===== config.mk =====
export PLATFORM = sky130hd
export DESIGN_NAME = hit_ring_map_event_builder
export DESIGN_NICKNAME = d
export VERILOG_FILES = /design/src/hw/rtl/hrmeb_pkg.sv /design/src/hw/rtl/hrmeb_ram.sv /design/src/hw/rtl/hrmeb_check.sv /design/src/hw/rtl/hit_ring_map_event_builder.sv
export SDC_FILE = /design/constraint.sdc
export NUM_CORES = 2
export LEC_CHECK = 0
export ABC_AREA = 1
export BUFFER_PORTS_ARGS = -buffer_cell sky130_fd_sc_hd__buf_2
export CAP_MARGIN = 10
export CORE_UTILIZATION = 35
export DETAILED_ROUTE_END_ITERATION = 12
export PLACE_DENSITY_LB_ADDON = 0.12
export SLEW_MARGIN = 40
export SYNTH_ARGS = -nofsm -noshare
export SYNTH_HDL_FRONTEND = slang
export SYNTH_HIERARCHICAL = 1
export SYNTH_SLANG_ARGS = --single-unit

===== constraint.sdc =====
create_clock -name clock -period 10.2 [get_ports clock]
set_clock_uncertainty 0.05 [all_clocks]
set_input_delay 2.04 -clock clock [delete_from_list [all_inputs] [get_ports clock]]
set_output_delay 2.04 -clock clock [all_outputs]
set_load 0.005 [all_outputs]

===== src/hw/rtl/hrmeb_pkg.sv =====
// Package for the hit ring map event builder: hit and result types,
// hit word check constants and the board/channel ring table.
// Depends on nothing; used by the hit checker and the top module.
package hrmeb_pkg;

   // Hit word check limits.
   localparam logic [7:0]  HIT_TYPE    = 8'h30;
   localparam logic [7:0]  MAX_CHANNEL = 8'd63;
   localparam logic [15:0] MAX_TOT     = 16'd5000;

   // Reset value of the arrival time tolerance register.
   localparam logic [31:0] TOL_RESET = 32'd200;

   // Configuration register indexes.
   localparam logic REG_TIME_TOLERANCE = 1'b0;

   // Ring number for an unmapped board or channel group.
   localparam logic signed [5:0] RING_NONE = -6'sd1;

   // Ring per board (0..3) and channel group (channel / 8), indexed {board, group}.
   localparam logic signed [5:0] RING_TABLE [32] = '{
      -6'sd1, -6'sd1, -6'sd1, -6'sd1, 6'sd15, 6'sd1,  6'sd16, 6'sd2,
      6'sd17, 6'sd3,  6'sd18, 6'sd4,  6'sd19, 6'sd5,  6'sd20, 6'sd6,
      6'sd21, 6'sd7,  6'sd22, 6'sd8,  6'sd23, 6'sd9,  6'sd24, 6'sd10,
      6'sd25, 6'sd11, 6'sd26, 6'sd12, 6'sd27, 6'sd13, 6'sd28, 6'sd14
   };

   // One input hit as taken from the request channel.
   typedef struct packed {
      logic [9:0]  board_number;
      logic [31:0] hit_word;
      logic [31:0] arrival_time;
   } hit_type;

   // Hit word after checking and unpacking.
   typedef struct packed {
      logic               ok;
      logic [5:0]         channel_number;
      logic [12:0]        over_threshold_time;
      logic signed [5:0]  ring_number;
   } dec_type;

   // One result word.
   typedef struct packed {
      logic               hit_valid;
      logic [5:0]         channel_number;
      logic [12:0]        over_threshold_time;
      logic [31:0]        arrival_echo;
      logic signed [5:0]  ring_number;
      logic [31:0]        event_number;
      logic               store_overflow;
   } res_type;

endpackage


===== src/hw/rtl/hrmeb_ram.sv =====
// Generic simple dual-port RAM with one write port and a registered read port.
// No dependencies; used for the event arrival time store.
module hrmeb_ram #(
   parameter int WIDTH = 32,
   parameter int DEPTH = 64
) (
   input  logic                                   clock,
   input  logic                                   wr_en,
   input  logic [((DEPTH > 1) ? $clog2(DEPTH) : 1)-1:0] wr_addr,
   input  logic [WIDTH-1:0]                       wr_data,
   input  logic                                   rd_en,
   input  logic [((DEPTH > 1) ? $clog2(DEPTH) : 1)-1:0] rd_addr,
   output logic [WIDTH-1:0]                       rd_data
);

   logic [WIDTH-1:0] mem_ff [DEPTH];
   logic [WIDTH-1:0] rd_data_ff;

   // Write port.
   always_ff @(posedge clock) begin
      if (wr_en) begin
         mem_ff[wr_addr] <= wr_data;
      end
   end

   // Registered read port.
   always_ff @(posedge clock) begin
      if (rd_en) begin
         rd_data_ff <= mem_ff[rd_addr];
      end
   end

   assign rd_data = rd_data_ff;

endmodule


===== src/hw/rtl/hrmeb_check.sv =====
// Hit word checker: validates type, channel and time-over-threshold,
// unpacks the fields and looks up the ring. Depends on hrmeb_pkg.
module hrmeb_check
   import hrmeb_pkg::*;
(
   input  hit_type hit,
   output dec_type dec
);

   logic [7:0]  hit_kind;
   logic [7:0]  chan;
   logic [15:0] tot;

   assign hit_kind = hit.hit_word[31:24];
   assign chan     = hit.hit_word[23:16];
   assign tot      = hit.hit_word[15:0];

   // Field checks and unpacking.
   always_comb begin
      dec.ok                  = (hit_kind == HIT_TYPE) && (chan <= MAX_CHANNEL)
                                && (tot <= MAX_TOT);
      dec.channel_number      = chan[5:0];
      dec.over_threshold_time = tot[12:0];
      // Boards four and above have no rings.
      if (hit.board_number[9:2] != 8'd0) begin
         dec.ring_number = RING_NONE;
      end else begin
         dec.ring_number = RING_TABLE[{hit.board_number[1:0], chan[5:3]}];
      end
   end

endmodule


===== src/hw/rtl/hit_ring_map_event_builder.sv =====
// A hit is held in hit_ff, checked, and its result is registered in res_ff and then in the
// output register rsp_ff. A good hit that arrives while an event is open first scans the
// event-time memory, which reads one stored arrival time per cycle on one read port. A new
// hit is taken only once the last result has been moved into the output register.
// Reset (synchronous, active high) empties the event store, clears the event
// number and restores the tolerance to 200; the memory itself is not cleared.
module hit_ring_map_event_builder
   import hrmeb_pkg::*;
#(
   parameter int MAX_EVENT_HITS = 64
) (
   input  logic        clock,
   input  logic        reset,
   // Hit input channel.
   input  logic        req_tvalid,
   output logic        req_tready,
   // tdata: board_number[9:0], hit_word[41:10], arrival_time[73:42], zero fill.
   input  logic [79:0] req_tdata,
   // Result channel.
   output logic        rsp_tvalid,
   input  logic        rsp_tready,
   // tdata: channel_number[5:0], over_threshold_time[18:6], arrival_echo[50:19],
   // ring_number[56:51], event_number[88:57], store_overflow[89], zero fill.
   output logic [95:0] rsp_tdata,
   // tuser: hit_valid[0].
   output logic        rsp_tuser,
   // Configuration port.
   input  logic        csr_psel,
   input  logic        csr_penable,
   input  logic        csr_pwrite,
   input  logic [2:0]  csr_paddr,
   input  logic [31:0] csr_pwdata,
   output logic [31:0] csr_prdata,
   output logic        csr_pready
);

   localparam int AW = (MAX_EVENT_HITS > 1) ? $clog2(MAX_EVENT_HITS) : 1;
   localparam int CW = $clog2(MAX_EVENT_HITS + 1);
   localparam logic [CW-1:0] COUNT_MAX = CW'(MAX_EVENT_HITS);

   localparam logic [1:0] S_IDLE  = 2'd0;
   localparam logic [1:0] S_CHECK = 2'd1;
   localparam logic [1:0] S_SCAN  = 2'd2;
   localparam logic [1:0] S_EMIT  = 2'd3;

   logic [1:0]    state_ff, state_in;
   hit_type       hit_ff, hit_in;
   logic [31:0]   tol_ff, tol_in;
   logic [CW-1:0] count_ff, count_in;
   logic [31:0]   event_ff, event_in;
   logic          seen_ff, seen_in;
   logic [CW-1:0] issue_ff, issue_in;
   logic          pend_ff, pend_in;
   res_type       res_ff, res_in;
   res_type       rsp_ff, rsp_in;
   logic          rsp_valid_ff, rsp_valid_in;

   dec_type       dec;
   logic          ram_we;
   logic [AW-1:0] ram_waddr;
   logic          ram_re;
   logic [31:0]   ram_rdata;
   logic [31:0]   time_gap;
   logic          near;
   logic          decide;
   logic          join_event;
   logic          overflow;
   logic          csr_write;

   // Hit word check and ring lookup on the held hit.
   hrmeb_check u_check (
      .hit (hit_ff),
      .dec (dec)
   );

   // Arrival times of the current event.
   hrmeb_ram #(
      .WIDTH (32),
      .DEPTH (MAX_EVENT_HITS)
   ) u_times (
      .clock   (clock),
      .wr_en   (ram_we),
      .wr_addr (ram_waddr),
      .wr_data (hit_ff.arrival_time),
      .rd_en   (ram_re),
      .rd_addr (issue_ff[AW-1:0]),
      .rd_data (ram_rdata)
   );

   // Absolute distance between the hit and the stored time just read.
   assign time_gap = (hit_ff.arrival_time >= ram_rdata) ? (hit_ff.arrival_time - ram_rdata)
                                                        : (ram_rdata - hit_ff.arrival_time);
   assign near = (time_gap <= tol_ff);

   // Configuration register access.
   assign csr_write  = csr_psel && csr_penable && csr_pwrite && csr_pready;
   assign csr_pready = 1'b1;
   assign csr_prdata = (csr_paddr[2] == REG_TIME_TOLERANCE) ? tol_ff : 32'd0;

   // Sequencer: take a hit, check it, scan the store if an event is open, update and emit.
   always_comb begin
      state_in     = state_ff;
      hit_in       = hit_ff;
      tol_in       = tol_ff;
      count_in     = count_ff;
      event_in     = event_ff;
      seen_in      = seen_ff;
      issue_in     = issue_ff;
      pend_in      = pend_ff;
      res_in       = res_ff;
      rsp_in       = rsp_ff;
      rsp_valid_in = rsp_valid_ff;
      ram_we       = 1'b0;
      ram_waddr    = '0;
      ram_re       = 1'b0;
      decide       = 1'b0;
      join_event   = 1'b0;
      overflow     = 1'b0;

      if (csr_write && (csr_paddr[2] == REG_TIME_TOLERANCE)) begin
         tol_in = csr_pwdata;
      end

      if (rsp_valid_ff && rsp_tready) begin
         rsp_valid_in = 1'b0;
      end

      unique case (state_ff)
         S_IDLE: begin
            if (req_tvalid) begin
               hit_in.board_number = req_tdata[9:0];
               hit_in.hit_word     = req_tdata[41:10];
               hit_in.arrival_time = req_tdata[73:42];
               state_in            = S_CHECK;
            end
         end
         S_CHECK: begin
            if (!dec.ok) begin
               // A bad word only echoes the arrival time and leaves the event store and number alone.
               res_in              = '0;
               res_in.arrival_echo = hit_ff.arrival_time;
               state_in            = S_EMIT;
            end else if (!seen_ff) begin
               decide = 1'b1;
            end else begin
               issue_in = '0;
               pend_in  = 1'b0;
               state_in = S_SCAN;
            end
         end
         S_SCAN: begin
            pend_in = 1'b0;
            if (pend_ff && near) begin
               decide     = 1'b1;
               join_event = 1'b1;
            end else if (issue_ff < count_ff) begin
               ram_re   = 1'b1;
               issue_in = issue_ff + 1'b1;
               pend_in  = 1'b1;
            end else begin
               decide = 1'b1;
            end
         end
         S_EMIT: begin
            if (!rsp_valid_ff || rsp_tready) begin
               rsp_in       = res_ff;
               rsp_valid_in = 1'b1;
               state_in     = S_IDLE;
            end
         end
         default: begin
            state_in = S_IDLE;
         end
      endcase

      // Event update: append to the current event (flagging overflow when full) or open the next one.
      if (decide) begin
         if (join_event) begin
            if (count_ff < COUNT_MAX) begin
               ram_we    = 1'b1;
               ram_waddr = count_ff[AW-1:0];
               count_in  = count_ff + 1'b1;
            end else begin
               overflow = 1'b1;
            end
         end else begin
            ram_we    = 1'b1;
            ram_waddr = '0;
            count_in  = CW'(1);
            event_in  = event_ff + 32'd1;
            seen_in   = 1'b1;
         end
         res_in.hit_valid           = 1'b1;
         res_in.channel_number      = dec.channel_number;
         res_in.over_threshold_time = dec.over_threshold_time;
         res_in.arrival_echo        = hit_ff.arrival_time;
         res_in.ring_number         = dec.ring_number;
         res_in.event_number        = event_in;
         res_in.store_overflow      = overflow;
         state_in                   = S_EMIT;
      end
   end

   // Control registers.
   always_ff @(posedge clock) begin
      if (reset) begin
         state_ff     <= S_IDLE;
         tol_ff       <= TOL_RESET;
         count_ff     <= '0;
         event_ff     <= '0;
         seen_ff      <= 1'b0;
         pend_ff      <= 1'b0;
         rsp_valid_ff <= 1'b0;
      end else begin
         state_ff     <= state_in;
         tol_ff       <= tol_in;
         count_ff     <= count_in;
         event_ff     <= event_in;
         seen_ff      <= seen_in;
         pend_ff      <= pend_in;
         rsp_valid_ff <= rsp_valid_in;
      end
   end

   // Payload registers.
   always_ff @(posedge clock) begin
      hit_ff   <= hit_in;
      issue_ff <= issue_in;
      res_ff   <= res_in;
      rsp_ff   <= rsp_in;
   end

   assign req_tready = (state_ff == S_IDLE);
   assign rsp_tvalid = rsp_valid_ff;
   assign rsp_tuser  = rsp_ff.hit_valid;
   assign rsp_tdata  = {6'd0, rsp_ff.store_overflow, rsp_ff.event_number,
                        rsp_ff.ring_number, rsp_ff.arrival_echo,
                        rsp_ff.over_threshold_time, rsp_ff.channel_number};

`ifndef SYNTHESIS
   // The store never holds more times than it has entries.
   a_count_bound: assert property (@(posedge clock) disable iff (reset)
      count_ff <= COUNT_MAX)
      else $error("event store count exceeds its depth");

   // The scan never reads past the filled part of the store.
   a_scan_bound: assert property (@(posedge clock) disable iff (reset)
      state_ff == S_SCAN |-> issue_ff <= count_ff)
      else $error("scan index beyond stored count");

   // Once an event is open, its store holds at least the opening hit.
   a_open_nonempty: assert property (@(posedge clock) disable iff (reset)
      seen_ff |-> count_ff != '0)
      else $error("open event with empty store");

   // A compare is only made on data read in the previous cycle.
   a_read_pending: assert property (@(posedge clock) disable iff (reset)
      (state_ff == S_SCAN && pend_ff) |-> $past(ram_re))
      else $error("compare without a preceding memory read");

   // A rejected hit carries no event number and no overflow flag.
   a_bad_hit_clean: assert property (@(posedge clock) disable iff (reset)
      (rsp_valid_ff && !rsp_ff.hit_valid) |->
         (rsp_ff.event_number == 32'd0 && !rsp_ff.store_overflow))
      else $error("rejected hit carries event data");
`endif

endmodule

==> run summary <==
post-CTS setup buffers: 0
CP Launch Type: flop
hold buffer count at CTS: 0
largest net degree at the start of global routing: 162
Critical Path End Type: flop
clock latency at the later pin of the worst-skew pair: 0.90 ns
multiplexer share of the synthesized area: 0.009888%
RSZ-0062 raised after global routing: false
Final Instance Count excl. Fillers: 12990
slowest cell on the critical path: inv_2
Avg Cell Area, Syn: 11.53 um2
mapped cell area: 101200 um2
critical setup path kind: reg2reg
largest family of logic cells by synthesized area: simple AND/OR/NAND/NOR gates
Total Wirelength: 319600 um
Die ar.: 291400 um2
Placer Congestion: 0.8560
first-pass GRT wire length: 460500 um
Area Growth Syn to Fin: 14.66%
r2r endpoint: u_times/mem_ff[20][5]
Syn. warnings: 6
core area: 287900 um2
Die Y: 539.8 um
Pre-antenna DRT Iters: 5
num rows: 197
post-synthesis compound-gate area fraction: 1.850%
nets: 9216
routed vias: 67560
Async SR Flop Fraction: 0%
Synth Area in XOR/XNOR: 0.6143%
CTS Root Cell: clkbuf_16
Post-synth EDFFs: 2342
Die W: 539.8 um
total negative slack: 0 ns
flop2flop setup slack: 1.22 ns
IR drop worst, VDD: 176.3 uV
H-tree Lvls: 5
Seq/Total Area, Yosys: 71.00%
pwr/cell area: 260.8 nW/um2
Synth Flop Type: edfxtp_1
vias per cell: 5.202
synthesized-area fraction occupied by adder cells: 1.436%
critical path required time: 10.66 ns
Critical Path Start: hit_ff[21]
WP data arrival: 9.45 ns
clock-pin slew on the worst setup and hold paths: 0.06 ns
antenna violations before repair: 24
r2r worst-path depth: 29
TritonCTS Buffers: 277
Initial Utilization: 35.16%
Final ANT Viol Nets: 0
Hold Path Cell Cnt: 0
Mapped Cells: 8779
Pleak: 42.07 nW
WL/cell: 24.60 um
final worst-path cycle share: 88.08%
Simple-Gate Fraction of Synth Area: 21.14%
vias in the first global route: 64620
TritonCTS clock tree: yes
share of layout cells above drive strength 1: 10.24%
drt drc: 0
Slew @ Worst Pin: 0.8928 ns
fill count: 27250
Setup crit end: u_times/mem_ff[20][5]
Total Routing Usage GR: 21.46%
DR iter-0 viols: 6354
Hold WC Path Type: reg2reg
clock tree sinks: 2419
slowest cell delay on critical path: 0.78 ns
Fmax: 111.3 MHz
Slew HR: 40.34%
placed cells: 12470
clk buf depth: 4
Final Slew Violations: 0
flops & latches, synth: 2419
final setup fails: 0
outcome: completed
post-DP HPWL: 184300 um
Max Cap Violations: 0
reg-to-reg startpoint: hit_ff[21]
min Tclk post-route: 8.984 ns
# resized after CTS: 0
boundary pin count: 254
IO buf count: 238
number of distinct library cells after synthesis: 49
worst-path fanout max: 37
grt total ovfl: 0
Hold Fails Final Rpt: 0
## synthesized netlist by cell type, types with 2 or more instances
library cell | number | area [um2]
nand3_2 | 5 | 50.05
and3_1 | 2 | 12.51
a21oi_2 | 3 | 26.28
nor2_4 | 2 | 22.52
nand2_1 | 2637 | 9898
buf_1 | 42 | 157.7
nand4_1 | 58 | 362.9
o21ai_0 | 91 | 455.4
o211ai_1 | 13 | 97.59
o21bai_1 | 16 | 120.1
a31oi_1 | 5 | 31.28
clkinv_1 | 2 | 7.510
nor4_1 | 15 | 93.84
buf_2 | 306 | 1531
a211oi_1 | 2 | 15.01
xor2_1 | 46 | 402.9
nor2_2 | 7 | 43.79
nor2_1 | 246 | 923.4
buf_8 | 2 | 30.03
fa_1 | 2 | 40.04
xnor2_1 | 25 | 219.0
buf_6 | 7 | 78.83
o21ai_1 | 6 | 30.03
o21a_1 | 10 | 75.07
a21oi_1 | 178 | 890.9
inv_1 | 312 | 1171
a21o_1 | 11 | 82.58
clkbuf_1 | 105 | 394.1
ha_1 | 113 | 1414
dfxtp_1 | 77 | 1541
inv_2 | 11 | 41.29
conb_1 | 2 | 7.510
buf_4 | 76 | 570.6
nand3_1 | 1959 | 9804
edfxtp_1 | 2342 | 70330
nand2_2 | 5 | 31.28
nor3_1 | 26 | 130.1
## sequential cells by signal (all words and copies together), names as in the netlist
register         flops
res_ff              91
seen_ff              1
pend_ff              1
issue_ff             7
u_times/mem_ff    2048
hit_ff              74
event_ff            32
state_ff             2
u_times/rd_data     32
rsp_tvalid           1
count_ff             7
rsp_tdata           90
tol_ff              32
rsp_tuser            1
## per-stage QoR
step	utilization, %	total power (W)	worst slack, ns	hold slack [ns]	area (um2)
after detailed placement	37.20	0.02077	1.174	0.3545	107100
after CTS	40.23	0.03053	1.137	0.3646	115800
after global placement	36.98	0.02073	0.8940	0.3503	106500
after floorplan	-	0.01735	1.548	0.3503	101200
after global routing	40.30	0.03169	0.6268	0.3720	116000
final	40.32	0.03027	1.216	0.3620	116100
## report_power, final
group	switching, W	internal, W
clock network	0.00406	0.00564
logic	0.00667	0.00210
registers	0.000120	0.0117
## layout by cell type, fill, tap and decap left out, types with 9 or more instances in the layout
cell type / Yosys / final
o21a_1: 10 / 10
dfxtp_1: 77 / 77
edfxtp_1: 2342 / 2342
inv_1: 312 / 308
clkinv_2: 0 / 40
o211ai_1: 13 / 13
buf_4: 76 / 153
nand3_1: 1959 / 1955
nor2_4: 2 / 59
clkinv_8: 0 / 10
buf_2: 306 / 237
nor4_2: 1 / 9
nand2_1: 2637 / 2636
a21o_1: 11 / 11
clkbuf_1: 105 / 55
o21bai_1: 16 / 16
nand3_2: 5 / 9
nor3_1: 26 / 26
buf_12: 0 / 13
o21ai_0: 91 / 91
buf_16: 0 / 20
a21oi_1: 178 / 178
inv_2: 11 / 10
bufinv_16: 0 / 21
nor2_2: 7 / 9
xor2_1: 46 / 46
diode_2: 0 / 18
xnor2_1: 25 / 25
nand4_1: 58 / 58
ha_1: 113 / 113
inv_6: 0 / 11
clkinv_1: 2 / 63
buf_6: 7 / 25
nor2_1: 246 / 187
clkbuf_16: 0 / 283
## metal layers
metal / track usage (%) / routed length, um
met5: 0 / 33
met4: 6.267 / 9533
met2: 34.42 / 148600
met1: 30.33 / 142600
met3: 2.852 / 18790
## layout make-up
| class | count | area, um2 | share of cell area (%) |
|---|---|---|---|
| sequential | 2419 | 71870 | 61.92 |
| antenna | 18 | 45.04 | 0.03881 |
| clock inverter | 150 | 1426 | 1.229 |
| tap | 3781 | 4731 | 4.076 |
| timing repair buffer | 455 | 3532 | 3.043 |
| inverter | 326 | 1270 | 1.094 |
| multi-input combinational | 5500 | 25890 | 22.31 |
| clock buffer | 339 | 7302 | 6.291 |
## logic make-up after synthesis
| kind of cell | Yosys count |
|---|---|
| muxes | 1 |
| and+or+nand+nor | 4965 |
| buffers and inverters | 865 |
| adders and majority gates | 115 |
| DFF | 2419 |
| xor gates and xnor gates | 71 |
| AOI/OAI and AO/OA | 341 |
| other | 2 |
## worst min path at each step
stage,startpoint,to,slack [ns]
after floorplan,res_ff[84],rsp_tdata[0],0.35
after global placement,res_ff[8],rsp_tdata[64],0.35
after detailed placement,res_ff[78],rsp_tdata[13],0.35
after CTS,res_ff[47],rsp_tdata[27],0.36
after global routing,res_ff[65],rsp_tdata[45],0.37
final,res_ff[47],rsp_tdata[27],0.36
## critical path, delay by kind of cell (launching register included)
kind                       cells  cell delay (ns)
DFF                            1             0.34
AOI/OAI and AO/OA              4             0.84
adders and majority gates      2             0.73
and+or+nand+nor               14             3.33
buffers and inverters          8             3.06
xor gates and xnor gates       1             0.17
(Power assumes the default switching activity.)
